**src/rtl/core/button_debounce_click_detector_defines.svh**
```systemverilog
// assertion macros shared by the button scanner rtl
// expects clk and rst in the scope of each use
`ifndef BUTTON_DEBOUNCE_CLICK_DETECTOR_DEFINES_SVH
`define BUTTON_DEBOUNCE_CLICK_DETECTOR_DEFINES_SVH

// same-cycle implication, checked outside reset
`define BDCD_ASSERT_NOW(label, ante, cons, msg) \
  label: assert property (@(posedge clk) disable iff (rst) (ante) |-> (cons)) \
    else $error(msg);

// next-cycle implication, checked outside reset
`define BDCD_ASSERT_NEXT(label, ante, cons, msg) \
  label: assert property (@(posedge clk) disable iff (rst) (ante) |=> (cons)) \
    else $error(msg);

`endif

```
**src/rtl/core/bdcd_pkg.sv**
```systemverilog
// types and constants for the button scanner
// no dependencies
package bdcd_pkg;

  typedef enum logic [1:0] {
    PH_IDLE     = 2'd0,
    PH_PRESSED  = 2'd1,
    PH_ACCEPTED = 2'd2,
    PH_LONG     = 2'd3
  } phase_t;

  typedef enum logic [2:0] {
    EV_NONE     = 3'd0,
    EV_B0       = 3'd1,
    EV_B1_SHORT = 3'd2,
    EV_B2_CLICK = 3'd3,
    EV_B1_LONG  = 3'd4,
    EV_B2_DBL   = 3'd5
  } event_t;

  localparam int unsigned CFG_WIDTH = 16;
  localparam int unsigned CFG_INDEX_WIDTH = 2;
  localparam int unsigned TICK_WIDTH = 32;

  localparam logic [CFG_INDEX_WIDTH-1:0] REG_DEBOUNCE     = 2'd0;
  localparam logic [CFG_INDEX_WIDTH-1:0] REG_LONG_PRESS   = 2'd1;
  localparam logic [CFG_INDEX_WIDTH-1:0] REG_HOLD_CLICK   = 2'd2;
  localparam logic [CFG_INDEX_WIDTH-1:0] REG_DOUBLE_CLICK = 2'd3;

  localparam logic [CFG_WIDTH-1:0] DEBOUNCE_RESET     = 16'd100;
  localparam logic [CFG_WIDTH-1:0] LONG_PRESS_RESET   = 16'd1000;
  localparam logic [CFG_WIDTH-1:0] HOLD_CLICK_RESET   = 16'd1000;
  localparam logic [CFG_WIDTH-1:0] DOUBLE_CLICK_RESET = 16'd200;

endpackage

```
**src/rtl/core/button_debounce_click_detector.sv**
```systemverilog
// an accepted item passes through the input register, then the result register, which
// gives its event code; throughput: one item per cycle while out_stall is low
// the scan state updates once per item as it moves from input to result register
// reset: synchronous, clears all button phases, start times and the pending click,
// loads the timing registers with their defaults and empties both stages
// depends on bdcd_pkg and button_debounce_click_detector_defines.svh
`include "button_debounce_click_detector_defines.svh"

module button_debounce_click_detector
  import bdcd_pkg::*;
(
  input  logic                       clk,
  input  logic                       rst,
  // configuration
  input  logic                       cfg_write_en,
  input  logic [CFG_INDEX_WIDTH-1:0] cfg_index,
  input  logic [CFG_WIDTH-1:0]       cfg_data,
  // poll items
  input  logic                       in_valid,
  output logic                       in_stall,
  input  logic [TICK_WIDTH-1:0]      tick_ms,
  input  logic                       button0_level,
  input  logic                       button1_level,
  input  logic                       button2_level,
  // results
  output logic                       out_valid,
  input  logic                       out_stall,
  output logic [2:0]                 event_code
);

  // timing registers
  logic [CFG_WIDTH-1:0] debounce_ms;
  logic [CFG_WIDTH-1:0] long_press_ms;
  logic [CFG_WIDTH-1:0] hold_click_ms;
  logic [CFG_WIDTH-1:0] double_click_ms;

  // input stage
  logic                  s1_valid;
  logic [TICK_WIDTH-1:0] s1_tick;
  logic                  s1_press0;
  logic                  s1_press1;
  logic                  s1_press2;

  // scan state
  phase_t                b0_phase, b0_phase_next;
  logic [TICK_WIDTH-1:0] b0_start, b0_start_next;
  phase_t                b1_phase, b1_phase_next;
  logic [TICK_WIDTH-1:0] b1_start, b1_start_next;
  phase_t                b2_phase, b2_phase_next;
  logic [TICK_WIDTH-1:0] b2_start, b2_start_next;
  logic                  b2_pending, b2_pending_next;
  logic [TICK_WIDTH-1:0] b2_last_release, b2_last_release_next;

  // result stage
  event_t result_event;
  event_t event_next;
  event_t ev0;

  logic res_free;
  logic s1_advance;
  logic s1_load;

  logic [TICK_WIDTH-1:0] el0;
  logic [TICK_WIDTH-1:0] el1;
  logic [TICK_WIDTH-1:0] el2;
  logic [TICK_WIDTH-1:0] el2_gap;

  assign res_free   = !out_valid || !out_stall;
  assign s1_advance = s1_valid && res_free;
  assign in_stall   = s1_valid && !res_free;
  assign s1_load    = in_valid && !in_stall;

  // wrapping elapsed times
  assign el0     = s1_tick - b0_start;
  assign el1     = s1_tick - b1_start;
  assign el2     = s1_tick - b2_start;
  assign el2_gap = s1_tick - b2_last_release;

  assign event_code = result_event;

  always_ff @(posedge clk) begin
    if (rst) begin
      debounce_ms     <= DEBOUNCE_RESET;
      long_press_ms   <= LONG_PRESS_RESET;
      hold_click_ms   <= HOLD_CLICK_RESET;
      double_click_ms <= DOUBLE_CLICK_RESET;
    end else if (cfg_write_en) begin
      case (cfg_index)
        REG_DEBOUNCE:     debounce_ms     <= cfg_data;
        REG_LONG_PRESS:   long_press_ms   <= cfg_data;
        REG_HOLD_CLICK:   hold_click_ms   <= cfg_data;
        REG_DOUBLE_CLICK: double_click_ms <= cfg_data;
        default: ;
      endcase
    end
  end

  always_ff @(posedge clk) begin
    if (rst) begin
      s1_valid <= 1'b0;
    end else if (s1_load) begin
      s1_valid <= 1'b1;
    end else if (s1_advance) begin
      s1_valid <= 1'b0;
    end
  end

  // levels are active low
  always_ff @(posedge clk) begin
    if (s1_load) begin
      s1_tick   <= tick_ms;
      s1_press0 <= !button0_level;
      s1_press1 <= !button1_level;
      s1_press2 <= !button2_level;
    end
  end

  always_ff @(posedge clk) begin
    if (rst) begin
      b0_phase        <= PH_IDLE;
      b0_start        <= '0;
      b1_phase        <= PH_IDLE;
      b1_start        <= '0;
      b2_phase        <= PH_IDLE;
      b2_start        <= '0;
      b2_pending      <= 1'b0;
      b2_last_release <= '0;
    end else if (s1_advance) begin
      b0_phase        <= b0_phase_next;
      b0_start        <= b0_start_next;
      b1_phase        <= b1_phase_next;
      b1_start        <= b1_start_next;
      b2_phase        <= b2_phase_next;
      b2_start        <= b2_start_next;
      b2_pending      <= b2_pending_next;
      b2_last_release <= b2_last_release_next;
    end
  end

  always_ff @(posedge clk) begin
    if (rst) begin
      out_valid <= 1'b0;
    end else if (s1_advance) begin
      out_valid <= 1'b1;
    end else if (!out_stall) begin
      out_valid <= 1'b0;
    end
  end

  always_ff @(posedge clk) begin
    if (s1_advance) begin
      result_event <= event_next;
    end
  end

  // buttons scanned in order, first event ends the poll
  always_comb begin
    b0_phase_next        = b0_phase;
    b0_start_next        = b0_start;
    b1_phase_next        = b1_phase;
    b1_start_next        = b1_start;
    b2_phase_next        = b2_phase;
    b2_start_next        = b2_start;
    b2_pending_next      = b2_pending;
    b2_last_release_next = b2_last_release;
    ev0                  = EV_NONE;
    event_next           = EV_NONE;

    // button 0: debounce, report on release
    if (s1_press0) begin
      case (b0_phase)
        PH_IDLE: begin
          b0_phase_next = PH_PRESSED;
          b0_start_next = s1_tick;
        end
        PH_PRESSED: begin
          if (el0 > {16'd0, debounce_ms}) b0_phase_next = PH_ACCEPTED;
        end
        default: ;
      endcase
    end else if (b0_phase == PH_ACCEPTED) begin
      b0_phase_next = PH_IDLE;
      ev0           = EV_B0;
    end
    event_next = ev0;

    // button 1: short on release, long once hold time passes
    if (ev0 == EV_NONE) begin
      if (s1_press1) begin
        case (b1_phase)
          PH_IDLE: begin
            b1_phase_next = PH_PRESSED;
            b1_start_next = s1_tick;
          end
          PH_PRESSED: begin
            if (el1 > {16'd0, debounce_ms}) begin
              b1_phase_next = PH_ACCEPTED;
              b1_start_next = s1_tick;
            end
          end
          PH_ACCEPTED: begin
            if (el1 > {16'd0, long_press_ms}) begin
              b1_phase_next = PH_LONG;
              event_next    = EV_B1_LONG;
            end
          end
          default: ;
        endcase
      end else if (b1_phase == PH_ACCEPTED) begin
        b1_phase_next = PH_IDLE;
        event_next    = EV_B1_SHORT;
      end else if (b1_phase == PH_LONG) begin
        b1_phase_next = PH_IDLE;
      end
    end

    // button 2: click after long hold, double click on two short presses
    if (ev0 == EV_NONE && event_next == EV_NONE) begin
      if (s1_press2) begin
        case (b2_phase)
          PH_IDLE: begin
            b2_phase_next = PH_PRESSED;
            b2_start_next = s1_tick;
          end
          PH_PRESSED: begin
            if (el2 > {16'd0, hold_click_ms}) b2_phase_next = PH_ACCEPTED;
          end
          default: ;
        endcase
      end else if (b2_phase == PH_ACCEPTED) begin
        b2_phase_next = PH_IDLE;
        event_next    = EV_B2_CLICK;
      end else if (b2_phase != PH_IDLE) begin
        b2_phase_next        = PH_IDLE;
        b2_last_release_next = s1_tick;
        if (b2_pending && (el2_gap < {16'd0, double_click_ms})) begin
          b2_pending_next = 1'b0;
          event_next      = EV_B2_DBL;
        end else begin
          b2_pending_next = 1'b1;
        end
      end
    end
  end

  `BDCD_ASSERT_NOW(a_stall_needs_item, in_stall, s1_valid, "stall with empty input stage")
  `BDCD_ASSERT_NEXT(a_item_reaches_result, s1_advance, out_valid, "item lost before result")
  `BDCD_ASSERT_NEXT(a_b0_event_idles, s1_advance && ev0 == EV_B0,
                    b0_phase == PH_IDLE, "button 0 not idle after its event")
  `BDCD_ASSERT_NEXT(a_b0_event_blocks_rest, s1_advance && ev0 != EV_NONE,
                    $stable(b1_phase) && $stable(b2_phase) && $stable(b2_pending),
                    "later buttons moved in a poll ended by button 0")
  `BDCD_ASSERT_NEXT(a_double_clears_pending, s1_advance && event_next == EV_B2_DBL,
                    !b2_pending && b2_phase == PH_IDLE, "double click left a pending click")

endmodule

```
**config.mk**
```make
export PLATFORM = sky130hd
export DESIGN_NAME = button_debounce_click_detector
export DESIGN_NICKNAME = d
export VERILOG_FILES = /design/src/rtl/core/bdcd_pkg.sv /design/src/rtl/core/button_debounce_click_detector.sv
export VERILOG_INCLUDE_DIRS = /design/src /design/src/rtl/core
export SDC_FILE = /design/constraint.sdc
export NUM_CORES = 1
export LEC_CHECK = 0
export BUFFER_PORTS_ARGS = -buffer_cell sky130_fd_sc_hd__buf_2
export CAP_MARGIN = 40
export CORE_AREA = 2 2 182 184
export DETAILED_ROUTE_END_ITERATION = 10
export DIE_AREA = 0 0 184 186
export PLACE_DENSITY_LB_ADDON = 0.12
export SETUP_SLACK_MARGIN = 0.1
export SLEW_MARGIN = 20
export SYNTH_ARGS = -nofsm -noshare
export SYNTH_HDL_FRONTEND = slang
export SYNTH_SLANG_ARGS = --single-unit
```
**constraint.sdc**
```tcl
create_clock -name clk -period 4.8 [get_ports clk]
set_input_delay 0.96 -clock clk [delete_from_list [all_inputs] [get_ports clk]]
set_output_delay 0.96 -clock clk [all_outputs]
set_load 0.05 [all_outputs]
```
==> summary.txt, run 1 <==
Power
  – Clk pwr share: 35.4%
  – Sequential power share: 35.5%
  – Worst ir drop on vdd: 0.293 mV
  – P per Cell Area: 275 nW/um^2
  – Leakage: 0.00894 uW
  – Tot Pwr: 6090 uW
  – Sw power: 1970 uW
  – Int Power: 4120 uW
  – Sw Share: 32.4%
  – Comb pwr share: 29.0%

Cells and area
  – Nets: 2851
  – Most frequent cells in the layout: nand2_1 (374), a21oi_1 (244), inv_1 (226), dfxtp_1 (201), ha_1 (198)
  – Area Overhead vs Synth: 19.7%
  – Layout cells sized above 1: 16.2%
  – Commonest non-fill, non-tap cell in the layout: nand2_1
  – N_diodes: 0
  – Finished Cell Area: 22200 sq um
  – Final core occ: 68.8%

Clock tree
  – Worst-path clk slew: 60 ps
  – H-Tree Level Count: 1
  – Sink Count: 239
  – Clk_lat worst skew: 570 ps
  – Clock Root Buffer: clkbuf_16
  – CTS buffer count: 28
  – Clock tree from TritonCTS: done
  – CTS max path bufs: 3

Global routing
  – Vias in the first global route: 17400
  – GRT overflow: 0
  – Largest net degree at the start of global routing: 83
  – Global-route wire length before repair: 92200 um
  – Initial antenna violation count: 0
  – GRT Util Overall: 34.0%

Route
  – DR vias/cell: 6.07
  – Antenna viol nets, final: 0
  – Final wirelength: 58500 um
  – Total number of vias: 18300
  – Routed wire per std cell: 19.4 um
  – DR iter-0 viols: 1357
  – DRC viols: 0
  – First drt pass iteration count: 5

Run
  – Max-cap check violation count: 0

Synth
  – Compound-Gate Fraction of Synth Area: 23.9%
  – Mux cell area share after synthesis: 4.03%
  – Ys flop type: dfxtp_1
  – Netlist cell types: 88
  – Largest family of logic cells by synthesized area: compound AO/OA/AOI/OAI gates
  – Xor-xnor portion of the synthesized cell area: 3.74%
  – Synthesized cell area: 18500 sq um
  – Post-Synth Adder-Cell Area: 14.4%
  – Synth top area share: 21.7%
  – Post-Syn Area per Cell: 7.80 sq um
  – EDFF count, synth: 38
  – Synth Instances: 2373
  – Cell taking the most area after synthesis: dfxtp_1
  – Synthesized netlist net count: 2642
  – Warnings, synthesis: 0
  – Sequential-to-total area share from yosys stat: 27.9%
  – Most area-consuming cells after synthesis: dfxtp_1 (22%), ha_1 (14%), nand2_1 (7.6%)
  – Synth Register Bits: 239
  – Simple-gate area share of the yosys netlist: 19.1%
  – Post-synth ARST share: 0%

Placement
  – Post-Place Cell Area: 20400 sq um
  – Pre-CTS setup slack: -337 ps
  – Post-DP HPWL: 44700 um
  – Gpl congestion: 1.01
  – Port Buffers: 62

Floorplanning
  – FP Rows: 66
  – Core Box Area: 32200 sq um
  – Ports: 63
  – Die ar.: 34200 sq um
  – Starting Density: 57.5%
  – Die X: 184 um
  – Die Ht: 186 um

Critical path
  – Worst Setup Start Kind: register
  – Worst r2r path cells: 25
  – Critical Path End Type: register
  – WP data arrival: 5470 ps
  – Worst Path Required: 5240 ps
  – Critical path type: register to register
  – Crit Path Max Fanout: 3

STA
  – Final Skew: 25.1 ps
  – Shortest period the worst path allows: 5030 ps
  – Worst Tran Pin Value: 878 ps
  – Final worst setup slack: -225 ps
  – Max-slew headroom at the worst pin: 40.7%
  – Final cycle utilization of the critical path: 105%
  – Final setup violation count: 63
  – Endpoints failing hold: 0
  – RSZ-0062 raised after global routing: true
  – Max Clk Rate: 199 MHz
  – Slew Limit Fails: 0

Min path
  – Hold crit path type: register to register
  – WHS Path Cells: 2

Run status
  – Failing checks: setup timing
  – Outcome: finished, violations left
[timing repair]
action,in CTS,in global routing
buffers inserted,22,9
hold buffers,0,0
cloned,6,0
pin swaps,34,41
resized for setup,57,25
setup endpoints to repair,73,95
[logic make-up after synthesis]
logic type | count (synthesis)
flops | 239
fa+ha+maj | 211
compound gates | 694
buf+inv | 326
xor+xnor | 79
mux | 74
simple gates | 750
[per-layer routing]
layer  part of all wire (%)  track usage (%)
met1                     43             44.5
met2                     47             57.1
met3                    6.1             3.93
met4                    3.9             14.2
met5                      0                0
[sequential cells by signal, indices dropped and copies added (netlist names), 3 cells and up]
signal           cells
b0_start            32
b1_start            32
b2_last_release     32
b2_start            32
s1_tick             32
debounce_ms         16
double_click_ms     16
hold_click_ms       16
long_press_ms       16
event_code           3
[layout make-up]
class                   instances  area [sq um]
clock inverters                22           190
clock buffers                  30           729
inverters                     229           861
flip-flops and latches        239          5160
multi-input cells            1808         12500
fillers                      2682         10000
well taps                     408           510
repair buffers                276          2220
[worst max-delay path: stages (launching register included)]
cell	delay (ps)
edfxtp_1	410
inv_2	110
ha_2	200
inv_1	60
fa_2	340
a211oi_2	200
nor2_1	80
o21a_1	180
nor2_2	100
o21ai_1	70
a21oi_1	190
nand2b_4	160
o21ai_1	70
a21oi_1	160
xnor2_1	140
ha_1	270
a21oi_1	160
nand2_1	70
a221o_1	350
a2111oi_4	210
o221ai_2	130
a211o_1	280
or4_4	430
nor4_4	150
a21oi_1	100
mux2_4	300
[synth_stat cells (47+ instances only)]
cell type  number
a21oi_1       250
clkbuf_1       78
nor2_1         83
a21o_1         47
nand2_1       377
xnor2_1        51
dfxtp_1       201
ha_1          207
mux2i_1        69
inv_1         228
o21ai_0       120
nand3_1        64
[power by group through the flow]
stage	Combinational [uW]	Sequential (uW)	Clock, uW
after global routing	1940	2170	2250
after CTS	1710	2160	2170
after detailed placement	1640	2210	0
final	1770	2170	2160
after global placement	1590	2200	0
after floorplan	1080	2200	0
[final timing paths]
kind	start	endpoint	slack, ps
max reg2reg	s1_tick[0]$_DFFE_PP_	b2_pending$_SDFFE_PP0P_	-230
max	s1_tick[0]$_DFFE_PP_	b2_pending$_SDFFE_PP0P_	-230
min	hold_click_ms[14]$_SDFFE_PP0P_	hold_click_ms[14]$_SDFFE_PP0P_	460
min reg2reg	hold_click_ms[14]$_SDFFE_PP0P_	hold_click_ms[14]$_SDFFE_PP0P_	460
[metrics by stage]
stage / hold slack, ps / setup TNS, ps / instances
6_report: 455 / -6990 / 3012
5_1_grt: 469 / -18770 / 3012
4_1_cts: 455 / -4680 / 3003
3_5_place_dp: 447 / -8750 / 2923
3_3_place_gp: 442 / -1940 / 2918
2_1_floorplan: 432 / 0 / 2373
No activity file was read; power rests on OpenSTA's default activity.
==> run 2, diff against run 1 <==
--- a/config.mk
+++ b/config.mk
@@ -8,9 +8,12 @@
 export LEC_CHECK = 0
 export BUFFER_PORTS_ARGS = -buffer_cell sky130_fd_sc_hd__buf_2
 export CAP_MARGIN = 40
-export CORE_AREA = 2 2 182 184
+export CELL_PAD_IN_SITES_DETAIL_PLACEMENT = 1
+export CELL_PAD_IN_SITES_GLOBAL_PLACEMENT = 1
+export CORE_AREA = 2 2 200 202
+export CTS_CLUSTER_DIAMETER = 150
 export DETAILED_ROUTE_END_ITERATION = 10
-export DIE_AREA = 0 0 184 186
+export DIE_AREA = 0 0 202 204
 export PLACE_DENSITY_LB_ADDON = 0.12
 export SETUP_SLACK_MARGIN = 0.1
 export SLEW_MARGIN = 20
==> constraint.sdc (replaced) <==
create_clock -name clk -period 4.89 [get_ports clk]
set_input_delay 0.978 -clock clk [delete_from_list [all_inputs] [get_ports clk]]
set_output_delay 0.978 -clock clk [all_outputs]
set_load 0.05 [all_outputs]
==> run 2 against run 1 <==
The flow still finishes with violations (setup timing). Core utilization shrank 12 points. Sequential share of layout area down 0.20 points. Sequential cell count unchanged. Register-to-register slack got worse by 30 ps. First-iteration DRC count decreased by 18%. Via count rose by 3.1%. Final cell count rose by 3.6%. Global-route usage fell by 1.3 points. Clock skew fell by 14 ps. Maximum frequency shrank 2.3%. Combinational power about the same.
==> summary.txt, run 2 (synthesis gave the netlist of run 1 again) <==
STA
  – Shortest period the worst path allows: 5140 ps
  – Worst Tran Pin Value: 863 ps
  – Max-slew headroom at the worst pin: 42.4%
  – Final cycle utilization of the critical path: 105%
  – Final setup violation count: 70
  – Endpoints failing hold: 0
  – RSZ-0062 raised after global routing: true
  – Max Clk Rate: 194 MHz
  – Slew Limit Fails: 0
  – Total Neg Setup Slack: -8870 ps
  – Final worst setup slack: -255 ps
  – Final Skew: 11.0 ps

Floorplanning
  – Ports: 63
  – Die X: 202 um
  – Core Box Area: 39200 sq um
  – Die ar.: 41200 sq um
  – Starting Density: 47.3%
  – Die Ht: 204 um
  – FP Rows: 73

Route
  – Antenna viol nets, final: 0
  – DRC viols: 0
  – Uppermost layer routed: met5
  – Met3 Routed Length: 3330 um
  – Wire length on met2: 34500 um
  – Routed wire per std cell: 22.5 um
  – Metal-1 WL: 29700 um
  – DR iter-0 viols: 1106
  – First drt pass iteration count: 5
  – DR vias/cell: 6.04
  – Final wirelength: 70100 um
  – Total number of vias: 18800

Power
  – Leakage: 0.00894 uW
  – Tot Pwr: 6110 uW
  – P per Cell Area: 273 nW/um^2
  – Worst ir drop on vdd: 0.343 mV

Critical path
  – CP Capture Point: b2_last_release[12]$_SDFFE_PP0P_
  – RR Startpoint: s1_tick[0]$_DFFE_PP_
  – FF-to-FF End: b2_last_release[12]$_SDFFE_PP0P_
  – Critical-path top delay cell: or4_4
  – Critical Path End Type: register
  – Buffers & Inverters on Critical Path: 6
  – CP Launch Point: s1_tick[0]$_DFFE_PP_
  – Critical path type: register to register
  – Worst Path Required: 5370 ps
  – Worst Setup Start Kind: register
  – Crit Path Max Fanout: 6
  – Crit path max-delay family: compound AO/OA/AOI/OAI gates
  – WP data arrival: 5630 ps
  – Number of cells on the critical path: 25
  – Slowest stage delay, CP: 630 ps
  – Worst R2R Setup Slack: -250 ps
  – Worst r2r path cells: 25

Cells and area
  – Most frequent cells in the layout: nand2_1 (373), a21oi_1 (240), inv_1 (226), dfxtp_1 (201), ha_1 (200)
  – Register area: 5160 sq um
  – Area Overhead vs Synth: 20.8%
  – Final core occ: 57.1%
  – N_diodes: 0
  – Commonest non-fill, non-tap cell in the layout: nand2_1
  – Finished Cell Area: 22400 sq um
  – Combined area of the multi-input logic cells: 12600 sq um
  – Fillers: 4742
  – Layout cells sized above 1: 16.5%
  – Nets: 2843

Min path
  – Hold crit path type: register to register

Clock tree
  – Clock Root Buffer: clkbuf_16
  – CTS buffer count: 29
  – H-Tree Level Count: 1
  – Sink Count: 239
  – Worst-path clk slew: 70 ps
  – Clock tree from TritonCTS: done
  – Clk_lat worst skew: 580 ps
  – CTS max path bufs: 3

Placement
  – Post-Place Cell Area: 20500 sq um
  – Port Buffers: 62
  – Gpl congestion: 0.945
  – Post-DP HPWL: 51300 um
  – Pre-CTS setup slack: -324 ps

Global routing
  – Largest net degree at the start of global routing: 68
  – Global-route wire length before repair: 107000 um
  – Initial antenna violation count: 1
  – GRT overflow: 0
  – GRT Util Overall: 32.7%
  – Vias in the first global route: 19700

Run
  – Max-cap check violation count: 0

Run status
  – Outcome: finished, violations left
  – Failing checks: setup timing
## run 2: cell count changes in the layout (fill, tap and decap cells not counted), sizes merged
cell	change
inv	+2
clkbuf	+7
buf	-10
clkinv	-7
clkinvlp	+2
bufinv	-2
## run 2: stage by stage
stage                     std cells  hold slack [ps]
after floorplan                2373              432
after global placement         3028              442
after detailed placement       3030              449
after CTS                      3104              457
after global routing           3121              477
final                          3121              456
## run 2: layer usage
metal	track usage, %	vias up
met5	0	-
met4	12.1	2
met3	4.18	168
met2	58.6	450
met1	40.1	9337
li1	-	8882
## run 2: where the power goes
| part | leakage [uW] | internal (uW) | switching [uW] |
|---|---|---|---|
| registers | 0.00200 | 2070 | 65.6 |
| clock network | 0.000461 | 1240 | 941 |
| logic | 0.00648 | 742 | 1050 |
## run 2: worst min-delay path by stage
| stage | startpoint | endpoint | slack [ps] | cells after the start |
|---|---|---|---|---|
| floorplan | double_click_ms[0]$_SDFFE_PP0P_ | double_click_ms[0]$_SDFFE_PP0P_ | 430 | 2 |
| global placement | b2_start[21]$_SDFFE_PP0P_ | b2_start[21]$_SDFFE_PP0P_ | 440 | 2 |
| detailed placement | debounce_ms[4]$_SDFFE_PP0P_ | debounce_ms[4]$_SDFFE_PP0P_ | 450 | 2 |
| CTS | debounce_ms[4]$_SDFFE_PP0P_ | debounce_ms[4]$_SDFFE_PP0P_ | 460 | 2 |
| global route | b0_start[25]$_SDFFE_PP0P_ | b0_start[25]$_SDFFE_PP0P_ | 480 | 2 |
| finish | b0_start[26]$_SDFFE_PP0P_ | b0_start[26]$_SDFFE_PP0P_ | 460 | 2 |
## run 2: area by class of cell
cell class	instances	share of cell area, %
tap	525	2.94
timing repair buffer	267	9.53
clock buffer	36	3.64
clock inverter	17	0.587
sequential	239	23.1
multi-input combinational	1808	56.4
inverter	229	3.85
## run 2: worst register-to-register path: stages (launching register included)
cell,delay (ps)
edfxtp_1,430
inv_2,110
buf_4,130
buf_6,120
ha_4,160
nor2b_4,40
o31a_1,310
o21ai_2,280
a21o_1,190
nand2_2,60
a21o_1,200
a21oi_2,190
xnor2_2,170
ha_1,290
nand4_1,170
nor3_4,80
a21oi_2,130
o211ai_1,100
o21ai_1,140
buf_4,170
nand2_2,70
o41a_4,380
or4_4,630
buf_6,190
buf_16,130
mux2i_1,190
## run 2: repair_timing
action                     in CTS  in global routing
gates cloned                    6                  1
hold buffers                    0                  0
gates resized for setup        54                 61
setup buffers                  15                 16
pin swaps                      36                 36
setup endpoints to repair      73                 74
